<file path="src/hdl/rfenc_pkg.sv">
// Shared types and constants for the remote frame encoder.
// No dependencies; imported by rfenc_core and rf_remote_frame_encoder.
package rfenc_pkg;

	localparam int DEF_COMMAND_BYTES    = 3;
	localparam int DEF_PREAMBLE_SYMBOLS = 4;

	localparam int WORD_W  = 24;
	localparam int TICKS_W = 16;

	localparam logic [TICKS_W-1:0] CHIP_TICKS_RESET = 16'h0044;

	localparam logic FUNC_TICK  = 1'b0;
	localparam logic FUNC_START = 1'b1;

	typedef struct packed {
		logic line;
		logic busy;
		logic done;
		logic rejected;
	} rfenc_res_t;

endpackage

</file>
<file path="src/hdl/rfenc_core.sv">
// Frame state, chip sequencing and tick counting for the remote frame encoder.
// Depends on rfenc_pkg; computes one result per processed transaction.
module rfenc_core #(
	parameter int COMMAND_BYTES    = rfenc_pkg::DEF_COMMAND_BYTES,
	parameter int PREAMBLE_SYMBOLS = rfenc_pkg::DEF_PREAMBLE_SYMBOLS
) (
	input  logic                         clk,
	input  logic                         arst_n,
	input  logic                         cfg_wr_en,
	input  logic [rfenc_pkg::TICKS_W-1:0] cfg_wr_data,
	input  logic                         step,
	input  logic                         func,
	input  logic [rfenc_pkg::WORD_W-1:0]  command_word,
	output rfenc_pkg::rfenc_res_t        res
);
	import rfenc_pkg::*;

	localparam int CMD_BITS    = COMMAND_BYTES * 8;
	localparam int PRE_CHIPS   = PREAMBLE_SYMBOLS * 2;
	localparam int HEAD_CHIPS  = PRE_CHIPS + 3;
	localparam int FRAME_CHIPS = HEAD_CHIPS + CMD_BITS * 5;
	localparam int CHIP_W      = $clog2(FRAME_CHIPS + 1);

	localparam logic [2:0] PH_DATA_A = 3'd0;
	localparam logic [2:0] PH_DATA_B = 3'd1;
	localparam logic [2:0] PH_MARK_A = 3'd2;
	localparam logic [2:0] PH_MARK_B = 3'd3;
	localparam logic [2:0] PH_MARK_C = 3'd4;

	logic [TICKS_W-1:0]  chip_ticks_q;
	logic [CMD_BITS-1:0] shift_q, shift_d;
	logic [CHIP_W-1:0]   chip_q, chip_d;
	logic [2:0]          phase_q, phase_d;
	logic [TICKS_W-1:0]  tick_q, tick_d;
	logic                line_q, line_d;
	logic                sending_q, sending_d;

	logic [CMD_BITS-1:0] cmd_load;
	logic [TICKS_W-1:0]  tick_inc;
	logic [TICKS_W-1:0]  limit;
	logic                chip_end;
	logic [CHIP_W-1:0]   chip_inc;
	logic                last_chip;
	logic [CMD_BITS-1:0] shift_n;
	logic [2:0]          phase_n;
	logic                level_n;
	logic                done;
	logic                rejected;

	if (CMD_BITS > WORD_W) begin : g_wide
		assign cmd_load = {{(CMD_BITS - WORD_W){1'b0}}, command_word};
	end else if (CMD_BITS == WORD_W) begin : g_same
		assign cmd_load = command_word;
	end else begin : g_narrow
		assign cmd_load = command_word[CMD_BITS-1:0];
	end

	always_comb begin
		tick_inc  = tick_q + TICKS_W'(1);
		limit     = (chip_ticks_q == '0) ? TICKS_W'(1) : chip_ticks_q;
		chip_end  = (tick_inc >= limit) || (tick_inc == '0);
		chip_inc  = chip_q + CHIP_W'(1);
		last_chip = chip_inc >= CHIP_W'(FRAME_CHIPS);

		shift_n = shift_q;
		phase_n = PH_DATA_A;
		if (chip_inc > CHIP_W'(HEAD_CHIPS)) begin
			if (phase_q == PH_MARK_C) begin
				phase_n = PH_DATA_A;
				shift_n = shift_q << 1;
			end else begin
				phase_n = phase_q + 3'd1;
			end
		end

		if (chip_inc < CHIP_W'(PRE_CHIPS)) begin
			level_n = chip_inc[0];
		end else if (chip_inc < CHIP_W'(HEAD_CHIPS)) begin
			level_n = (chip_inc == CHIP_W'(PRE_CHIPS + 1));
		end else begin
			unique case (phase_n)
				PH_DATA_A:            level_n = ~shift_n[CMD_BITS-1];
				PH_DATA_B:            level_n = shift_n[CMD_BITS-1];
				PH_MARK_B:            level_n = 1'b1;
				PH_MARK_A, PH_MARK_C: level_n = 1'b0;
				default:              level_n = 1'b0;
			endcase
		end
	end

	always_comb begin
		shift_d   = shift_q;
		chip_d    = chip_q;
		phase_d   = phase_q;
		tick_d    = tick_q;
		line_d    = line_q;
		sending_d = sending_q;
		done      = 1'b0;
		rejected  = 1'b0;
		if (func == FUNC_START) begin
			if (sending_q) begin
				rejected = 1'b1;
			end else begin
				shift_d   = cmd_load;
				chip_d    = '0;
				phase_d   = PH_DATA_A;
				tick_d    = '0;
				sending_d = 1'b1;
				line_d    = 1'b0;
			end
		end else if (sending_q) begin
			tick_d = tick_inc;
			if (chip_end) begin
				tick_d = '0;
				if (last_chip) begin
					chip_d    = '0;
					phase_d   = PH_DATA_A;
					sending_d = 1'b0;
					line_d    = 1'b0;
					done      = 1'b1;
				end else begin
					chip_d  = chip_inc;
					phase_d = phase_n;
					shift_d = shift_n;
					line_d  = level_n;
				end
			end
		end
	end

	assign res = '{line: line_d, busy: sending_d, done: done, rejected: rejected};

	always_ff @(posedge clk or negedge arst_n) begin
		if (!arst_n) begin
			chip_ticks_q <= CHIP_TICKS_RESET;
		end else if (cfg_wr_en) begin
			chip_ticks_q <= cfg_wr_data;
		end
	end

	always_ff @(posedge clk or negedge arst_n) begin
		if (!arst_n) begin
			shift_q   <= '0;
			chip_q    <= '0;
			phase_q   <= PH_DATA_A;
			tick_q    <= '0;
			line_q    <= 1'b0;
			sending_q <= 1'b0;
		end else if (step) begin
			shift_q   <= shift_d;
			chip_q    <= chip_d;
			phase_q   <= phase_d;
			tick_q    <= tick_d;
			line_q    <= line_d;
			sending_q <= sending_d;
		end
	end

	a_idle_line_low: assert property (@(posedge clk) disable iff (!arst_n)
		!sending_q |-> !line_q)
		else $error("line high while idle");

	a_chip_in_frame: assert property (@(posedge clk) disable iff (!arst_n)
		chip_q < CHIP_W'(FRAME_CHIPS))
		else $error("chip index beyond frame");

	a_phase_range: assert property (@(posedge clk) disable iff (!arst_n)
		phase_q <= PH_MARK_C)
		else $error("symbol phase out of range");

	a_start_idle: assert property (@(posedge clk) disable iff (!arst_n)
		step && func == FUNC_START && !sending_q |=>
			sending_q && chip_q == '0 && tick_q == '0 && !line_q)
		else $error("start from idle did not open a frame");

	a_done_ends: assert property (@(posedge clk) disable iff (!arst_n)
		step && res.done |=> !sending_q && !line_q && chip_q == '0)
		else $error("frame end left state active");

endmodule

</file>
<file path="src/hdl/rf_remote_frame_encoder.sv">
// Remote frame encoder top level: input register, encoder core, result register.
// Depends on rfenc_pkg and rfenc_core.
//
// Usage: each input transaction is either a timer tick (func = 0) or a start
// (func = 1) carrying the command word. A start while idle latches the word
// and begins a frame of preamble, marker and Manchester data chips; a start
// during a frame is dropped and flagged on start_rejected. Each tick advances
// the hold counter, and after chip_ticks ticks the line moves to the next chip.
// Every input transaction yields exactly one result transaction with the line
// level, busy flag, frame-done flag and rejection flag after the update.
// A result passes through the input register, then the result register, which
// loads when the core steps. Throughput: one transaction per cycle while the
// receiver does not stall; the core updates its state combinationally.
// The config write chip_ticks is taken at once and applies from the next tick.
// Reset clears the frame state, sets the core line level low and loads chip_ticks = 68.
// When the receiver stalls, the result register holds, the input register
// fills, and in_ready drops until the result is taken.
module rf_remote_frame_encoder #(
	parameter int COMMAND_BYTES    = rfenc_pkg::DEF_COMMAND_BYTES,
	parameter int PREAMBLE_SYMBOLS = rfenc_pkg::DEF_PREAMBLE_SYMBOLS
) (
	input  logic                          clk,
	input  logic                          arst_n,
	input  logic                          cfg_wr_en,
	input  logic [rfenc_pkg::TICKS_W-1:0] cfg_wr_data,
	input  logic                          in_valid,
	output logic                          in_ready,
	input  logic                          func,
	input  logic [rfenc_pkg::WORD_W-1:0]  command_word,
	output logic                          out_valid,
	input  logic                          out_ready,
	output logic                          line_out,
	output logic                          busy_res,
	output logic                          frame_done,
	output logic                          start_rejected
);
	import rfenc_pkg::*;

	logic               valid_s1;
	logic               func_s1;
	logic [WORD_W-1:0]  word_s1;
	logic               advance;
	logic               out_valid_q;
	rfenc_res_t         res;
	rfenc_res_t         res_q;

	assign advance  = valid_s1 && (!out_valid_q || out_ready);
	assign in_ready = !valid_s1 || advance;

	always_ff @(posedge clk or negedge arst_n) begin
		if (!arst_n) begin
			valid_s1 <= 1'b0;
		end else if (in_ready) begin
			valid_s1 <= in_valid;
		end
	end

	always_ff @(posedge clk) begin
		if (in_valid && in_ready) begin
			func_s1 <= func;
			word_s1 <= command_word;
		end
	end

	rfenc_core #(
		.COMMAND_BYTES   (COMMAND_BYTES),
		.PREAMBLE_SYMBOLS(PREAMBLE_SYMBOLS)
	) u_core (
		.clk         (clk),
		.arst_n      (arst_n),
		.cfg_wr_en   (cfg_wr_en),
		.cfg_wr_data (cfg_wr_data),
		.step        (advance),
		.func        (func_s1),
		.command_word(word_s1),
		.res         (res)
	);

	always_ff @(posedge clk or negedge arst_n) begin
		if (!arst_n) begin
			out_valid_q <= 1'b0;
		end else if (advance) begin
			out_valid_q <= 1'b1;
		end else if (out_ready) begin
			out_valid_q <= 1'b0;
		end
	end

	always_ff @(posedge clk) begin
		if (advance) begin
			res_q <= res;
		end
	end

	assign out_valid      = out_valid_q;
	assign line_out       = res_q.line;
	assign busy_res       = res_q.busy;
	assign frame_done     = res_q.done;
	assign start_rejected = res_q.rejected;

	a_done_idle: assert property (@(posedge clk) disable iff (!arst_n)
		out_valid_q && res_q.done |-> !res_q.busy && !res_q.line && !res_q.rejected)
		else $error("frame end reported with line or busy active");

	a_reject_busy: assert property (@(posedge clk) disable iff (!arst_n)
		out_valid_q && res_q.rejected |-> res_q.busy && !res_q.done)
		else $error("rejection reported while idle");

	a_stall_holds: assert property (@(posedge clk) disable iff (!arst_n)
		out_valid_q && !out_ready |=> out_valid_q && $stable(res_q))
		else $error("stalled result changed");

endmodule
</file>
<file path="config.mk">
export PLATFORM = sky130hd
export DESIGN_NAME = rf_remote_frame_encoder
export DESIGN_NICKNAME = d
export VERILOG_FILES = /design/src/hdl/rfenc_pkg.sv /design/src/hdl/rfenc_core.sv /design/src/hdl/rf_remote_frame_encoder.sv
export SDC_FILE = /design/constraint.sdc
export NUM_CORES = 1
export LEC_CHECK = 0
export BUFFER_PORTS_ARGS = -buffer_cell sky130_fd_sc_hd__buf_2
export CAP_MARGIN = 20
export CELL_PAD_IN_SITES_DETAIL_PLACEMENT = 0
export CELL_PAD_IN_SITES_GLOBAL_PLACEMENT = 1
export CORE_AREA = 8 8 142 144
export CTS_CLUSTER_DIAMETER = 80
export CTS_CLUSTER_SIZE = 16
export DETAILED_ROUTE_END_ITERATION = 8
export DIE_AREA = 0 0 150 152
export PLACE_DENSITY_LB_ADDON = 0.15
export SYNTH_ARGS = -nofsm -noshare
export SYNTH_HDL_FRONTEND = slang
export SYNTH_HIERARCHICAL = 1
export SYNTH_SLANG_ARGS = --single-unit
</file>
<file path="constraint.sdc">
create_clock -name clk -period 3.69 [get_ports clk]
set_clock_uncertainty 0.15 [all_clocks]
set_input_delay 0.9225 -clock clk [delete_from_list [all_inputs] [get_ports clk]]
set_output_delay 0.9225 -clock clk [all_outputs]
set_load 0.005 [all_outputs]
</file>
Yosys cells after proc, flatten, opt, wreduce, memory -nomap -nowiden
Index checks and enable logic that the tools add are counted.

Add/sub/neg operators: 3. $lt $le $gt $ge: 5. Equal/unequal tests: 6. Mux-type cells: 40. Bitwise logic cells: 3. Reductions and logical operators: 20.

Operators with widths (number): $mux 24 (7); $mux 16 (5); $mux 8 (5); $logic_not 16->1 (2); $mux 3 (7); $add 16x1->16 const B (1); $ge 16x16->1 (1); $lt 8x4->1 const B (2); $mux 1 (15); $reduce_bool 2->1 (5); $add 8x1->8 const B (1); $eq 8x4->1 const B (1); $ge 8x8->1 const B (1); $gt 8x4->1 const B (1); $reduce_and 7->1 (1); $reduce_and 5->1 (1); $ne 2x2->1 const B (2); $reduce_and 4->1 (1); $add 3x1->3 const B (1); $eq 3x1->1 const B (1); $eq 3x2->1 const B (1); $eq 3x3->1 const B (1); $logic_not 3->1 (1); $logic_or 1x1->1 (3); other kinds (6) (10).

Bits in registers: 100. Bits of input ports: 46. Output and inout port bits: 6. Logic and storage cells: 93.

Depth between registers and ports, before layout
Word-level depth: 11. Gate-level depth with buffers: 16. Depth with buffers taken out: 13.

By module
Netlist, hierarchy kept.

By module, submodules not included: rfenc_core (times used 1, cells an instance 642, area an instance 5385.2 um^2); rf_remote_frame_encoder (times used 1, cells an instance 37, area an instance 974.7 um^2).

Worst setup path before layout
OpenSTA, ideal clock, no wires.

Path type: register to register. Start: reg u_core.tick_q[0]. End: reg u_core.tick_q[14]. Library setup time: 95 ps. Arrival: 3172 ps. Slack: 272 ps. Cell stages (with the launch flop): 13. Path buffers: 1. Cells stage by stage: dfrtp_1 > ha_1 > nand4_1 > or2_2 > nor3_1 > xor2_1 > ha_1 > and4_1 > nor4b_1 > a2111oi_1 > o21ai_2 > buf_2 > o31ai_1.

Longest elaborated chain between the ends: 6. Elaborated cells on any way between the ends: 7.

Ends and longest elaborated chain: start: declaration (RTL line rfenc_core.sv:34) `logic [TICKS_W-1:0] tick_q, tick_d;`; start signal: assignment (RTL line rfenc_core.sv:153) `tick_q <= tick_d;`; $add 16x1->16 (*) (RTL line rfenc_core.sv:59) `tick_inc = tick_q + TICKS_W'(1);`; $ge 16x16->1 / $logic_not 16->1 (equally long branches) (RTL line rfenc_core.sv:61) `chip_end = (tick_inc >= limit) || (tick_inc == '0);`; $logic_or 1x1->1 (RTL line rfenc_core.sv:61); $mux 16 (*) (RTL line rfenc_core.sv:113) `if (chip_end) begin`; $mux 16 (*) (RTL line rfenc_core.sv:111) `end else if (sending_q) begin`; $mux 16 (*) (RTL line rfenc_core.sv:100) `if (func == FUNC_START) begin`.

Every way passes the cells marked *; elsewhere a longest branch is shown, timed or not. The select of a mux whose other input is x is not followed. A chain may end at the register's enable or synchronous reset.

Worst setup path after layout
Start: reg u_core.tick_q[0]. End: reg u_core.chip_q[0].

Longest elaborated chain between the ends: 5. Elaborated cells on any way between the ends: 6.

Ends and longest elaborated chain: $add 16x1->16 (*) (RTL line rfenc_core.sv:59); $ge 16x16->1 / $logic_not 16->1 (equally long branches) (RTL line rfenc_core.sv:61); $logic_or 1x1->1 (*) (RTL line rfenc_core.sv:61); $reduce_bool 2->1 (no line) (*); $reduce_and 4->1 (no line) (*); end signal: assignment (RTL line rfenc_core.sv:151) `chip_q <= chip_d;`; end: declaration (RTL line rfenc_core.sv:32) `logic [CHIP_W-1:0] chip_q, chip_d;`.

Every way passes the cells marked *; elsewhere a longest branch is shown, timed or not.

==> flow_summary.yaml <==
clocking:
  cts_buffers: 9
  cts-root-buf: "clkbuf_16"
  path_clk_slew_ns: 0.08
  ctsHtreeMaxLevel: 3
  postCtsSetupRepairBufs: 0
  cts_buffer_depth: 2
  cts_tree: "yes"
  numClockSinks: 100
  insertion_delay_ns: 0.36
finish:
  final_cell_mix: "98 x nand2_1, 69 x dfrtp_1, 51 x buf_2, 37 x buf_4, 33 x o21ai_0"
  drive_gt1_frac: 0.187
  n_antenna_cell: 0
  final-instance-count-excl-fill: 961
  fill_cells: 1768
  layout_commonest_cell: "nand2_1"
  nets: 798
  areaGrowthSynthToFinish_pct: 15.3
  design_area_mm2: 0.00733
detailed_routing:
  wl_per_cell_um: 17.4
  dr_wl_met2_um: 7530
  vias: 5324
  drt-met1-wl_um: 8450
  via_per_inst: 5.54
  topRoutingLayerUsed: "met4"
  drtIter0Drc: 309
  drc_errors: 0
  ant_nets: 0
  dr.pass1.iters: 5
  wl_met3_um: 594
  totalWireLength_um: 16800
sta:
  rsz0062_at_grt: "false"
  slew_viol_final: 0
  setup_viol: 0
  timing.fmax_mhz: 287
  tightest_slew_ns: 1.11
  setup_slack_ns: 0.207
  fin_crit_sh: 0.944
  fin_crit_ns: 3.48
  slew-limit-headroom: 0.263
  finalHoldViolations: 0
  fin_tns_setup_ns: 0
floorplan:
  die_area_mm2: 0.0228
  ios: 52
  rows: 49
  die_w_um: 150
  die_h_um: 152
  core_area_mm2: 0.0178
  initial_utilization: 0.358
power:
  power_w: 0.00275
  power.density_mw_per_mm2: 375
  irDropWorstVdd_mv: 0.249
  p_leak_nw: 2.84
setup_path:
  crit_slowest_cell: "nor4_2"
  worst_setup_path_start_kind: "flip-flop"
  critPathBufInv: 2
  crit_family: "simple AND/OR/NAND/NOR gates"
  critical_path_arrival_ns: 3.57
  endpoint_kind: "flip-flop"
  critPathMaxStageDelay_ns: 0.40
  path_class: "reg2reg"
  crit_path_max_fanout: 7
  critPathRequiredTime_ns: 3.78
  crit_chain: "buf_4, nand4_2, nor4_2, xor2_1, ha_1, a21o_1, a21o_1, a21o_1, a211oi_1, buf_4, o21ai_2, and3_2, mux2_2"
  path_common_cell: "a21o_1"
place:
  place_ws_ns: 0.0140
  io_buffers: 51
  place_area_mm2: 0.00700
  dp_hpwl_um: 11300
  place_congestion: 0.849
  dp.cells: 945
grt:
  grt_max_degree: 68
  overflow: 0
  grt_pass1_vias: 5219
  grt_pass1_wl_um: 27400
  grt_use_total: 0.148
  antenna_found_initial: 0
yosys:
  synth_edf_count: 29
  avgSynthCellArea_um2: 9.37
  netlist_area_mm2: 0.00636
  ys_seq_area_frac: 0.417
  ys.warnings.count: 6
  synthDistinctLibCells: 72
  synthCells: 679
  synthFlopType: "dfrtp_1"
  async_flop_share: 0.710
  synth_fp_nets: 750
  ys_ff_latch: 100
status:
  status: "finished clean"
job:
  drv_cap: 0
hold_path:
  hold_class: "reg2reg"
power by group:
part | switching, W | internal (W) | leakage [nW]
combinational | 0.000322 | 0.000227 | 1.61
clock | 0.000454 | 0.000465 | 0.127
sequential | 0.0000586 | 0.00123 | 1.11
worst paths after layout:
check                                              from                                 end  slack, ns  cells after the start
setup / recovery           u_core/tick_q[0]$_DFFE_PN0P_        u_core/chip_q[0]$_DFFE_PN0P_       0.21                     13
hold reg to reg                    word_s1[0]$_DFFE_PP_       u_core/shift_q[0]$_DFFE_PN0P_       0.34                      2
max in group asynchronous                        arst_n  u_core/chip_ticks_q[2]$_DFFE_PN1P_       2.27                      2
min in group asynchronous                        arst_n  u_core/chip_ticks_q[0]$_DFFE_PN0P_       0.36                      1
hold / removal                     word_s1[0]$_DFFE_PP_       u_core/shift_q[0]$_DFFE_PN0P_       0.34                      2
setup reg to reg           u_core/tick_q[0]$_DFFE_PN0P_        u_core/chip_q[0]$_DFFE_PN0P_       0.21                     13
area by class of cell:
| type | instances | area, µm² | share of cell area |
|---|---|---|---|
| Timing Repair Buffer | 91 | 593 | 0.0809 |
| Tap cell | 229 | 287 | 0.0391 |
| Inverter | 29 | 109 | 0.0148 |
| Clock inverter | 6 | 47.5 | 0.00648 |
| Sequential cell | 100 | 2650 | 0.361 |
| Clock buffer | 10 | 229 | 0.0312 |
| Multi-Input combinational cell | 496 | 3420 | 0.466 |
logic make-up (layout without fill, tap and decap cells):
logic type / count (synthesis) / after routing / synth area share
flops: 100 / 100 / 0.417
compound gates: 179 / 179 / 0.214
mux: 28 / 28 / 0.0449
buf+inv: 83 / 136 / 0.0567
fa+ha+maj: 25 / 25 / 0.0492
simple gates: 247 / 247 / 0.195
xor+xnor: 17 / 17 / 0.0234
flip-flops by register name, summed over array words and instances, names as in the netlist:
signal	count
valid_s1	1
u_core/phase_q	3
u_core/chip_ticks_q	16
out_valid	1
busy_res	1
u_core/line_q	1
frame_done	1
line_out	1
u_core/tick_q	16
u_core/sending_q	1
u_core/chip_q	8
func_s1	1
word_s1	24
u_core/shift_q	24
start_rejected	1
metrics by stage:
| step | hold slack, ns | util |
|---|---|---|
| after floorplan | 0.305 | - |
| after global placement | 0.333 | 0.394 |
| after detailed placement | 0.335 | 0.394 |
| after CTS | 0.351 | 0.410 |
| after global routing | 0.383 | 0.413 |
| final | 0.342 | 0.413 |
metal layers:
layer  global-route usage  vias to the layer above
met2                0.225                       95
li1                     -                     2623
met1                0.210                     2593
met5                    0                        -
met4               0.0381                        0
met3               0.0261                       13
cells in the mapped netlist (4+ instances only):
library cell,n,area [µm²]
nand2_1,98,368
dfrtp_1,69,1730
o21ai_0,35,175
clkbuf_1,32,120
nor3_1,32,160
edfxtp_1,29,871
inv_1,29,109
nor2b_1,26,163
ha_1,25,313
a221oi_1,24,210
mux2i_1,24,240
a211oi_1,23,173
o2111ai_1,23,201
nor2_1,21,78.8
nand3_1,17,85.1
buf_2,14,70.1
a22o_1,12,105
xnor2_1,12,105
a21oi_1,9,45.0
o31ai_1,9,67.6
a21o_1,8,60.1
nand2b_1,7,43.8
or3_1,7,43.8
nand4_1,6,37.5
nor4_1,6,37.5
xor2_1,5,43.8
and2_1,4,25.0
and3_1,4,25.0
buf_4,4,30.0
mux2_2,4,45.0
o211ai_1,4,30.0
o21a_1,4,30.0
or2_2,4,25.0
timing repair:
item | in CTS | in global routing
resized for setup | 1 | 11
endpoints found under the hold margin | 0 | 0
endpoints found under the setup margin | 1 | 33
hold buffers | 0 | 0
pin swaps | 0 | 2
worst register-to-register path, stage by stage (launching register included):
cell      delay (ns)
dfrtp_1         0.36
buf_4           0.17
nand4_2         0.21
nor4_2          0.40
xor2_1          0.24
ha_1            0.28
a21o_1          0.19
a21o_1          0.18
a21o_1          0.21
a211oi_1        0.20
buf_4           0.17
o21ai_2         0.08
and3_2          0.27
mux2_2          0.27
(Power assumes the default switching activity.)
